$ cat src/rtl/grid_ray_wall_cast_macros.svh
// Assertion helpers used by the top-level RTL file.
`ifndef GRID_RAY_WALL_CAST_MACROS_SVH
`define GRID_RAY_WALL_CAST_MACROS_SVH

// condition in the same cycle
`define GRWC_ASSERT_IMPL(label, clk, rst_n, ante, cons) \
	label: assert property (@(posedge clk) disable iff (!rst_n) (ante) |-> (cons)) \
		else $error("assertion failed");

// condition in the next cycle
`define GRWC_ASSERT_NEXT(label, clk, rst_n, ante, cons) \
	label: assert property (@(posedge clk) disable iff (!rst_n) (ante) |=> (cons)) \
		else $error("assertion failed");

`endif

$ cat src/rtl/grwc_pkg.sv
`default_nettype none
package grwc_pkg;

	localparam int MAP_SIZE       = 64;
	localparam int MAP_AW         = $clog2(MAP_SIZE);
	localparam int CELL_AW        = 2 * MAP_AW;
	localparam int MAP_DEPTH      = 1 << CELL_AW;
	localparam int MAX_WALK_STEPS = 128;
	localparam int STEP_W         = $clog2(MAX_WALK_STEPS + 1);
	// map coordinate, two's complement, room for one cell either side
	localparam int CRD_W          = (MAP_AW > 6 ? MAP_AW : 6) + 2;
	// signed distance numerator to a grid line, Q.16
	localparam int NUM_W          = CRD_W + 16;
	localparam int DIV_NW         = NUM_W + 15;
	localparam int DIV_DW         = 32;
	localparam int DIV_CW         = $clog2(DIV_NW + 1);
	// side distance accumulator
	localparam int SD_W           = 33 + STEP_W;

	localparam logic [1:0] REG_SCREEN_WIDTH  = 2'd0;
	localparam logic [1:0] REG_SCREEN_HEIGHT = 2'd1;
	localparam logic [1:0] REG_TEXTURE_WIDTH = 2'd2;

	localparam logic OP_MAP_WRITE = 1'b0;
	localparam logic OP_CAST      = 1'b1;

	typedef enum logic [3:0] {
		S_CLEAR,
		S_IDLE,
		S_CAM,
		S_RAY_X,
		S_RAY_Y,
		S_DELTA_X,
		S_DELTA_Y,
		S_SIDE_X,
		S_SIDE_Y,
		S_WALK,
		S_WALK_READ,
		S_DIST,
		S_HEIGHT,
		S_WALL_X,
		S_DONE
	} state_t;

	typedef struct packed {
		logic              start;
		logic [DIV_NW-1:0] num;
		logic [DIV_DW-1:0] den;
	} div_req_t;

	typedef struct packed {
		logic              busy;
		logic              done;
		logic [DIV_NW-1:0] quo;
	} div_rsp_t;

endpackage
`default_nettype wire

$ cat src/rtl/grwc_div.sv
`default_nettype none
// restoring divider, one quotient bit a cycle
module grwc_div import grwc_pkg::*; (
	input  wire logic     clk,
	input  wire logic     arst_n,
	input  wire div_req_t req,
	output div_rsp_t      rsp
);

	logic [DIV_DW-1:0] rem_q;
	logic [DIV_NW-1:0] quo_q;
	logic [DIV_DW-1:0] den_q;
	logic [DIV_CW-1:0] cnt_q;
	logic              busy_q;
	logic              done_q;
	logic [DIV_DW:0]   trial;
	logic [DIV_DW:0]   diff;
	logic              fits;

	assign trial = {rem_q, quo_q[DIV_NW-1]};
	assign diff  = trial - {1'b0, den_q};
	assign fits  = trial >= {1'b0, den_q};

	always_ff @(posedge clk or negedge arst_n) begin
		if (!arst_n) begin
			busy_q <= 1'b0;
			done_q <= 1'b0;
			cnt_q  <= '0;
		end else begin
			done_q <= 1'b0;
			if (req.start) begin
				busy_q <= 1'b1;
				cnt_q  <= DIV_CW'(DIV_NW);
			end else if (busy_q) begin
				cnt_q <= cnt_q - 1'b1;
				if (cnt_q == DIV_CW'(1)) begin
					busy_q <= 1'b0;
					done_q <= 1'b1;
				end
			end
		end
	end

	always_ff @(posedge clk) begin
		if (req.start) begin
			rem_q <= '0;
			quo_q <= req.num;
			den_q <= req.den;
		end else if (busy_q) begin
			rem_q <= fits ? diff[DIV_DW-1:0] : trial[DIV_DW-1:0];
			quo_q <= {quo_q[DIV_NW-2:0], fits};
		end
	end

	assign rsp.busy = busy_q;
	assign rsp.done = done_q;
	assign rsp.quo  = quo_q;

endmodule
`default_nettype wire

$ cat config.mk
export PLATFORM = sky130hd
export DESIGN_NAME = grwc_div
export DESIGN_NICKNAME = d
export VERILOG_FILES = /design/src/rtl/grid_ray_wall_cast_macros.svh /design/src/rtl/grwc_pkg.sv /design/src/rtl/grwc_div.sv
export SDC_FILE = /design/constraint.sdc
export NUM_CORES = 1
export LEC_CHECK = 0
export BUFFER_PORTS_ARGS = -buffer_cell sky130_fd_sc_hd__buf_2
export CORE_MARGIN = 4
export CORE_UTILIZATION = 30
export DETAILED_ROUTE_END_ITERATION = 10
export PLACE_DENSITY = 0.59
export SYNTH_ARGS = -nofsm -noshare
export SYNTH_HDL_FRONTEND = slang
export SYNTH_SLANG_ARGS = --single-unit
$ cat constraint.sdc
create_clock -name clk -period 5.8 [get_ports clk]
set_clock_uncertainty 0.15 [all_clocks]
set_input_delay 0.29 -clock clk [delete_from_list [all_inputs] [get_ports clk]]
set_output_delay 0.29 -clock clk [all_outputs]
set_load 0.05 [all_outputs]
==> results of run 1 <==
==> worst max-delay path: stages (launching register included) <==
cell and delay [ns]:
edfxtp_1 0.42, inv_1 0.07, ha_1 0.24, nor2b_1 0.15
o31a_1 0.26, or3_1 0.37, a311o_1 0.33, a221oi_4 0.40
o21ba_1 0.60, buf_4 0.35, a21oi_1 0.11, a2111oi_2 0.33
==> registers in the layout, summed over array words and instances (netlist names) <==
register and cells:
busy_q 1, cnt_q 6, done_q 1, rem_q 32, quo_q 39, den_q 32
==> path summary, 6_finish.rpt <==
check | start | end | slack, ns | cells after the start
setup reg to reg | den_q[1]$_DFFE_PP_ | rem_q[29]$_SDFFE_PP0P_ | 1.91 | 11
min in group asynchronous | arst_n | cnt_q[1]$_DFFE_PN0P_ | 0.14 | 2
hold / removal | req[44] | quo_q[12]$_DFFE_PP_ | 0.07 | 2
max in group asynchronous | arst_n | busy_q$_DFF_PN0_ | 5.15 | 2
hold reg to reg | rem_q[15]$_SDFFE_PP0P_ | rem_q[15]$_SDFFE_PP0P_ | 0.35 | 2
setup / recovery | den_q[1]$_DFFE_PP_ | rem_q[29]$_SDFFE_PP0P_ | 1.91 | 11
==> cells by family after synthesis <==
family	synth area share
simple gates	0.116
compound gates	0.161
flops	0.468
buf+inv	0.0492
mux	0.0949
fa+ha+maj	0.0701
xor+xnor	0.0414
==> per-stage QoR <==
stage                     cell area [um^2]  power [mW]  worst slack, ns  instances  hold WS [ns]
after global placement                7160        1.27             2.01        968      -0.00233
final                                 7780        1.90             1.91       1019        0.0661
after detailed placement              7160        1.27             1.91        968      -0.00152
after CTS                             7770        1.92             1.88       1017        0.0587
after global routing                  7780        1.99             1.66       1018        0.0633
after floorplan                       6350        1.17             2.40        609        -0.156
==> Yosys cell counts (10+ instances only) <==
| library cell | n | area [um^2] |
|---|---|---|
| dfxtp_1 | 32 | 641 |
| edfxtp_1 | 71 | 2130 |
| a21o_1 | 11 | 82.6 |
| nand4_1 | 10 | 62.6 |
| xnor2_1 | 20 | 175 |
| a21oi_1 | 46 | 230 |
| ha_1 | 34 | 425 |
| nand2_1 | 40 | 150 |
| inv_1 | 41 | 154 |
| mux2i_1 | 13 | 130 |
| mux2_2 | 40 | 450 |
| o21ai_0 | 22 | 110 |
| a211oi_1 | 16 | 120 |
| clkbuf_1 | 18 | 67.6 |
| xor2_1 | 10 | 87.6 |
| nor2_1 | 63 | 236 |
==> power by group through the flow <==
stage	Clock (mW)	Combinational [mW]	Sequential, mW
after floorplan	0	0.132	1.04
after global placement	0	0.326	0.941
after detailed placement	0	0.326	0.942
after CTS	0.654	0.344	0.926
after global routing	0.685	0.371	0.932
final	0.632	0.340	0.924
==> area by class of cell <==
type | instances | area [um^2]
Clock buffer | 10 | 229
Multi-Input combinational cell | 426 | 3070
Sequential cell | 111 | 2970
Fill cell | 2129 | 12800
Tap cell | 270 | 338
Clock inverter | 6 | 60.1
Antenna cell | 2 | 5.00
Timing Repair Buffer | 153 | 948
Inverter | 41 | 154
==> repair_timing <==
item                                   CTS  global route
resized for setup                        0             0
endpoints found under the hold margin   40             0
hold buffers                            33             0
==> metal layers <==
layer  wire, um  share of wire
met1       7140           0.47
met5          0              0
met2       6850           0.45
met3       1080          0.071
met4        202          0.013
==> impl_metrics.json, run 1 <==
{
  "run_status": "finished, final reports clean",
  "grt_pass1_wl_um": 25500,
  "drt_first_pass_iters": 4,
  "worstPathArrival_ns": 4.00,
  "die_area_mm2": 0.0236,
  "layout_common_cells": "buf_2 (113), edfxtp_1 (71), nor2_1 (63), a21oi_1 (46), inv_1 (41)",
  "vias": 4916,
  "cts_htree_levels": 3,
  "drv_cap": 0,
  "drcViolationCount": 0,
  "switching_share": 0.301,
  "cts.path.max_buffers": 2,
  "wire_per_inst_um": 15.0,
  "synth_edf_count": 71,
  "vdd_drop_max_mv": 0.152,
  "vias_per_cell": 4.82,
  "clk_pin_slew_worst_paths_ns": 0.09,
  "grt_pass1_vias": 5092,
  "max-slew-margin-rel": 0.316,
  "grt_setup_unrepaired": "no",
  "grt_overflow": 0,
  "cts_tree": "yes",
  "synth_area_mm2": 0.00635,
  "setup_viol": 0,
  "p_int_mw": 1.33,
  "worstMarginPinSlew_ns": 1.00,
  "die_h_um": 154,
  "synth-async-reset-ratio": 0.0721,
  "end_kind": "register",
  "area_delta_synth_final_pct": 22.4,
  "top_usage_layer": "met2",
  "drt_iter0_drc": 188,
  "finalSetupTns_ns": 0,
  "grt_max_degree": 68,
  "p_switching_uw": 570,
  "yosysSeqAreaShare": 0.468,
  "hp-class": "in -> reg",
  "path_max_fanout": 20,
  "p_seq_frac": 0.487,
  "antenna_found_initial": 1,
  "detailed_place_hpwl_um": 11200,
  "antenna_left": 0,
  "required_ns": 5.91,
  "io_buffer_count": 114,
  "io_pins": 115,
  "drt-total-wl_um": 15300,
  "synth_cell_types": 64,
  "fin_nets": 851,
  "insertion_delay_ns": 0.37,
  "cts_setup_buffers": 0,
  "final_util": 0.378,
  "fp.dieW_um": 154,
  "synth.ff_latch_count": 111,
  "place_congestion": 0.818,
  "cp-start-kind": "register",
  "drv_slew": 0,
  "drive_gt1_frac": 0.257,
  "ys.flop_type": "edfxtp_1",
  "cts_buffers": 9,
  "min_period_ns": 3.89,
  "netlist_instances": 609,
  "final_common_cell": "buf_2",
  "syn_nets": 718,
  "rows": 52,
  "hold_viol_final": 0,
  "p_leak_nw": 3.30,
  "fp.coreArea_mm2": 0.0206,
  "comb_power_share": 0.180,
  "finalCritPeriodShare": 0.671,
  "clock-sinks": 111,
  "yosys_warnings": 0,
  "grt_use_met3": 0.0472,
  "met2_usage": 0.210,
  "max_freq_ghz": 0.257,
  "clockRootBuffer": "clkbuf_16",
  "syn_area_per_cell_um2": 10.4,
  "met1_usage": 0.168,
  "start_util": 0.309,
  "power.share.clock": 0.333,
  "p_per_area_mw_per_mm2": 244,
  "path_class": "reg -> reg",
  "track_usage": 0.131
}
Note: power is estimated with default switching activity, not from simulation.
==> run 2: changes to the inputs <==
--- a/config.mk
+++ b/config.mk
@@ -5,11 +5,12 @@
 export SDC_FILE = /design/constraint.sdc
 export NUM_CORES = 1
 export LEC_CHECK = 0
+export ABC_AREA = 1
 export BUFFER_PORTS_ARGS = -buffer_cell sky130_fd_sc_hd__buf_2
 export CORE_MARGIN = 4
 export CORE_UTILIZATION = 30
 export DETAILED_ROUTE_END_ITERATION = 10
-export PLACE_DENSITY = 0.59
+export PLACE_DENSITY = 0.6
 export SYNTH_ARGS = -nofsm -noshare
 export SYNTH_HDL_FRONTEND = slang
 export SYNTH_SLANG_ARGS = --single-unit
==> constraint.sdc (replaced) <==
create_clock -name clk -period 3.2 [get_ports clk]
set_clock_uncertainty 0.15 [all_clocks]
set_input_delay 0.16 -clock clk [delete_from_list [all_inputs] [get_ports clk]]
set_output_delay 0.16 -clock clk [all_outputs]
set_load 0.05 [all_outputs]
==> run 2 against run 1 <==
Effect of this change: fmax rose by 44%; sequential power rose by 110%; final cell count rose by 50%; die area is 14% higher; worst hold slack worse by 0.056 ns; global-route usage grew 2.5 points; register-to-register slack got worse by 1.4 ns; worst setup slack worse by 1.4 ns; synthesized cell count rose by 68%; sequential cell count unchanged; critical path type unchanged; largest power group is now combinational cells; highest routed layer is now met5.
==> impl_metrics.json, run 2 <==
{
  "run_status": "finished, final reports clean",
  "synth_edf_count": 71,
  "synth-compound-area-share": 0.0364,
  "cts.path.max_buffers": 2,
  "synth_area_leader_cell": "edfxtp_1",
  "clockRootBuffer": "clkbuf_16",
  "syn_area_per_cell_um2": 7.10,
  "ys.flop_type": "edfxtp_1",
  "synthTopCellsByArea": "edfxtp_1 (29%), nand2_1 (22%), inv_1 (9.2%), dfxtp_1 (8.8%), ha_1 (5.8%)",
  "synth_cell_types": 39,
  "netlist_instances": 1026,
  "area_delta_synth_final_pct": 26.3,
  "io_buffer_count": 114,
  "worstMarginPinSlew_ns": 0.604,
  "setup_viol": 0,
  "grt_overflow": 0,
  "cts_buffers": 9,
  "wire_per_inst_um": 13.5,
  "yosysSeqAreaShare": 0.408,
  "worstPathArrival_ns": 2.85,
  "cts_resized": 0,
  "hp-class": "in -> async",
  "min_period_ns": 2.69,
  "cts_tree": "yes",
  "yosys_warnings": 0,
  "track_usage": 0.156,
  "drv_cap": 0,
  "ctsHoldBuffers": 71,
  "drv_slew": 0,
  "drt-total-wl_um": 20600,
  "synth_top_family_by_area": "simple AND/OR/NAND/NOR gates",
  "vdd_drop_max_mv": 0.269,
  "grt_pass1_vias": 6724,
  "synth_area_mm2": 0.00728,
  "drcViolationCount": 0,
  "top_register": "quo_q",
  "grt_setup_unrepaired": "no",
  "vias": 6740,
  "cp-start-kind": "register",
  "io_pins": 115,
  "antenna_found_initial": 1,
  "yosysMostFrequentCell": "nand2_1",
  "multi_input_area_mm2": 0.00345,
  "nFillCells": 2538,
  "p_leak_nw": 4.85,
  "required_ns": 3.35,
  "vias_per_cell": 4.42,
  "max-slew-margin-rel": 0.597,
  "netlist_top_cells_count": "nand2_1 (419), inv_1 (179), nand3_1 (77), edfxtp_1 (71), nor2_1 (44)",
  "drt_iter0_drc": 391,
  "final_common_cell": "nand2_1",
  "path_class": "reg -> reg",
  "detailed_place_hpwl_um": 15100,
  "yosys.area_share.simple": 0.359,
  "grt_pass1_wl_um": 33600,
  "layout_setup_ws_ns": 0.507,
  "clock-sinks": 111,
  "rows": 56,
  "drive_gt1_frac": 0.143,
  "antennaDiodeCount": 0,
  "synth-async-reset-ratio": 0.0721,
  "fp.dieW_um": 164,
  "synth_mux_area_frac": 0,
  "clk_pin_slew_worst_paths_ns": 0.08,
  "insertion_delay_ns": 0.37,
  "seq_area_mm2": 0.00297,
  "synth_top_area_frac": 0.293,
  "fp.coreArea_mm2": 0.0237,
  "cts_htree_levels": 3,
  "p_per_area_mw_per_mm2": 653,
  "cts_setup_buffers": 0,
  "max_freq_ghz": 0.371,
  "finalSetupTns_ns": 0,
  "hold_viol_final": 0,
  "start_util": 0.308,
  "die_h_um": 164,
  "grt_max_degree": 44,
  "synthXorXnorAreaFrac": 0.0168,
  "dpl_worst_slack_ns": 0.524,
  "place_congestion": 0.929,
  "path_max_fanout": 34,
  "top_regs": "quo_q x39, den_q x32, rem_q x32",
  "layout_common_cells": "nand2_1 (419), inv_1 (178), buf_2 (114), nand3_1 (77)",
  "largest_reg_flops": 39,
  "die_area_mm2": 0.0268,
  "synth.ff_latch_count": 111,
  "end_kind": "register",
  "finalCritPeriodShare": 0.842,
  "syn_nets": 1135,
  "drt_first_pass_iters": 5,
  "synth_fa_ha_area_frac": 0.0612,
  "antenna_left": 0,
  "fin_nets": 1311
}
## run 2: cells by family after synthesis
family	after synthesis
and+or+nand+nor	604
buffers and inverters	213
DFF	111
AOI/OAI and AO/OA	49
adders and majority gates	35
xor gates and xnor gates	14
## run 2: power breakdown
part	internal, mW	total [mW]	switching [mW]
clock	0.643	1.27	0.624
combinational	0.995	2.84	1.84
sequential	1.76	1.90	0.141
total	3.40	6.00	2.61
## run 2: metrics by stage
stage | utilization | instance area (um^2) | cells | power (mW) | hold slack [ns]
global route | 0.388 | 9200 | 1526 | 6.52 | 0.0196
finish | 0.388 | 9200 | 1526 | 6.00 | 0.00959
global placement | 0.344 | 8150 | 1439 | 4.67 | -0.131
detailed placement | 0.344 | 8150 | 1439 | 4.68 | -0.136
floorplan | - | 7280 | 1026 | 4.11 | -0.286
CTS | 0.388 | 9200 | 1526 | 6.05 | 0.00427
## run 2: layout make-up
class,count,area share
clock buffers,9,0.0245
clock inverters,7,0.0120
inverters,187,0.0763
multi-input cells,702,0.375
flip-flops and latches,111,0.323
well taps,319,0.0434
repair buffers,191,0.146
## run 2: final timing paths
check / start / end / slack, ns / cells past startpoint
max in group asynchronous: arst_n / cnt_q[2]$_DFFE_PN0P_ / 2.73 / 2
worst max register to register: den_q[20]$_DFFE_PP_ / rem_q[23]$_SDFFE_PP0P_ / 0.51 / 15
worst min register to register: rem_q[31]$_SDFFE_PP0P_ / rem_q[31]$_SDFFE_PP0P_ / 0.32 / 2
min in group clk: req[32] / quo_q[0]$_DFFE_PP_ / 0.05 / 3
worst min-delay path: arst_n / done_q$_DFF_PN0_ / 0.01 / 2
worst max-delay path: den_q[20]$_DFFE_PP_ / rem_q[23]$_SDFFE_PP0P_ / 0.51 / 15
## run 2: metal layers
| metal | up-vias | GRT usage | routed length [um] |
|---|---|---|---|
| met5 | - | 0 | 7 |
| met4 | 2 | 0.0400 | 336 |
| met3 | 25 | 0.0344 | 1330 |
| met2 | 194 | 0.258 | 9310 |
| met1 | 2997 | 0.207 | 9580 |
| li1 | 3522 | - | - |
## run 2: critical path: stages, from the launching register on
cell and delay, ns:
edfxtp_1 0.33, inv_1 0.04, ha_1 0.38, nand2_2 0.18, inv_2 0.04, nand2_1 0.08
nand2_1 0.09, nand2_1 0.08, nand2_1 0.06, nand2_1 0.07, nand2_2 0.09, nor2_8 0.48
nand2_8 0.24, nand2_1 0.14, nand3_1 0.08, nand2_1 0.08
==> run 3: changes to the inputs <==
--- a/config.mk
+++ b/config.mk
@@ -10,7 +10,7 @@
 export CORE_MARGIN = 4
 export CORE_UTILIZATION = 30
 export DETAILED_ROUTE_END_ITERATION = 10
-export PLACE_DENSITY = 0.6
+export PLACE_DENSITY = 0.59
 export SYNTH_ARGS = -nofsm -noshare
 export SYNTH_HDL_FRONTEND = slang
 export SYNTH_SLANG_ARGS = --single-unit
==> constraint.sdc (replaced) <==
create_clock -name clk -period 2.5 [get_ports clk]
set_clock_uncertainty 0.15 [all_clocks]
set_input_delay 0.125 -clock clk [delete_from_list [all_inputs] [get_ports clk]]
set_output_delay 0.125 -clock clk [all_outputs]
set_load 0.05 [all_outputs]
==> run 3 against run 2 <==
Effect of this change: first-iteration DRC count increased by 1.3%; die area unchanged; via count increased by 2.8%; critical path depth decreased by 1; sequential power increased by 28%; highest routed layer is now met4.
==> impl_metrics.json, run 3 (synthesis results as in run 2) <==
{
  "track_usage": 0.158,
  "path_max_fanout": 8,
  "cts.path.max_buffers": 2,
  "p_leak_nw": 5.00,
  "finalCritPeriodShare": 0.942,
  "drv_cap": 0,
  "r2r-start": "den_q[17]$_DFFE_PP_",
  "r2r-end": "rem_q[4]$_SDFFE_PP0P_",
  "drive_gt1_frac": 0.173,
  "fin_worst_hold_slack_ns": 0.226,
  "clock-sinks": 111,
  "cp-start-kind": "register",
  "antenna_left": 0,
  "final_common_cell": "nand2_1",
  "hold_depth": 2,
  "cp-endpoint": "rem_q[4]$_SDFFE_PP0P_",
  "start_util": 0.308,
  "run_status": "finished, final reports clean",
  "final_util": 0.403,
  "required_ns": 2.61,
  "hold_viol_final": 0,
  "rows": 56,
  "area_delta_synth_final_pct": 31.2,
  "largest_reg_flops": 39,
  "grt_pass1_wl_um": 34300,
  "dp.cells": 1458,
  "finalSetupTns_ns": 0,
  "reg2reg_slack_ns": 0.14,
  "io_buffer_count": 114,
  "cts_buffers": 9,
  "min_period_ns": 2.36,
  "max-slew-margin-rel": 0.696,
  "grt_setup_unrepaired": "yes",
  "cts_tree": "yes",
  "vdd_drop_max_mv": 0.427,
  "cts_htree_levels": 3,
  "place_congestion": 0.935,
  "fp.dieW_um": 164,
  "worstMarginPinSlew_ns": 0.456,
  "layout_common_cells": "nand2_1 (413), inv_1 (178), buf_2 (114), nand3_1 (76), dlygate4sd3_1 (73)",
  "grt_max_degree": 44,
  "fin_cells": 1554,
  "io_pins": 115,
  "die_h_um": 164,
  "drt_first_pass_iters": 5,
  "clk_pin_slew_worst_paths_ns": 0.08,
  "clockRootBuffer": "clkbuf_16",
  "wire_per_inst_um": 13.7,
  "drcViolationCount": 0,
  "fin_nets": 1339,
  "path_class": "reg -> reg",
  "drt_iter0_drc": 396,
  "vias": 6932,
  "detailed_place_hpwl_um": 15600,
  "setup_viol": 0,
  "die_area_mm2": 0.0268,
  "vias_per_cell": 4.46,
  "top_regs": "quo_q x39, den_q x32, rem_q x32",
  "top_register": "quo_q",
  "worstPathArrival_ns": 2.47,
  "finalPower_mw": 8.10,
  "drt-total-wl_um": 21300,
  "max_freq_ghz": 0.424,
  "antennaDiodeCount": 0,
  "insertion_delay_ns": 0.37,
  "grt_pass1_vias": 6985,
  "fp.coreArea_mm2": 0.0237,
  "end_kind": "register",
  "p_per_area_mw_per_mm2": 848,
  "antenna_found_initial": 0,
  "crit_start": "den_q[17]$_DFFE_PP_",
  "reg2regPathDepth": 14,
  "grt_overflow": 0,
  "drv_slew": 0,
  "hp-class": "in -> reg"
}
## run 3: cell count changes in the layout (fill, tap and decap cells not counted), moves of 3 or more
cell     previous run  this run
nand2_1           419       413
nand2_2            12        18
ha_1               34        31
nor2_1             43        40
buf_12              1         4
nor2_2              7        10
buf_4               5        23
## run 3: critical path, stage by stage, from the launching register on
cell and delay, ns:
edfxtp_1 0.33, inv_1 0.05, ha_2 0.38, nand2_1 0.12, nor2_2 0.22, nand2_2 0.10
nor2_2 0.14, inv_2 0.06, nor2_4 0.13, nor2_8 0.07, buf_12 0.15, nand2_4 0.14
nand2_1 0.08, nand3_1 0.07, o21ai_1 0.07
## run 3: layout make-up
type	instances	area [um^2]
fill	2480	14100
multi-input combinational	704	3550
sequential	111	2970
timing repair buffer	217	1610
inverter	187	702
tap	319	399
clock buffer	9	225
clock inverter	7	101
## run 3: layer usage
metal | vias up | track usage | routed length (um)
met3 | 39 | 0.0384 | 1350
met1 | 3112 | 0.206 | 9910
li1 | 3581 | - | -
met2 | 200 | 0.262 | 9540
met5 | - | 0 | 0
met4 | 0 | 0.0469 | 455
## run 3: how the worst min path moves through the flow
stage	startpoint	to	slack, ns
floorplan	arst_n	busy_q$_DFF_PN0_	-0.32
global placement	arst_n	done_q$_DFF_PN0_	-0.17
detailed placement	arst_n	done_q$_DFF_PN0_	-0.17
CTS	req[71]	den_q[1]$_DFFE_PP_	0.23
global route	req[71]	den_q[0]$_DFFE_PP_	0.25
finish	req[71]	den_q[0]$_DFFE_PP_	0.23
## run 3: through the flow
| step | setup slack (ns) | instance area (um^2) |
|---|---|---|
| floorplan | 0.0104 | 7280 |
| global placement | -0.0230 | 8300 |
| detailed placement | -0.0133 | 8300 |
| CTS | 0.0198 | 9360 |
| global route | -0.0163 | 9560 |
| finish | 0.144 | 9560 |
## run 3: timing repair
| item | 4_1_cts | 5_1_grt |
|---|---|---|
| pin swaps | 0 | 8 |
| gates resized for setup | 1 | 25 |
| gates cloned | 0 | 3 |
| hold buffers | 73 | 0 |
| setup buffers | 0 | 4 |
| hold endpoints to repair | 79 | 0 |
| setup endpoints to repair | 1 | 33 |
## run 3: power by group
group          switching, mW  internal, mW
clock                  0.795         0.731
sequential             0.179          2.25
combinational           2.55          1.59
total                   3.53          4.57
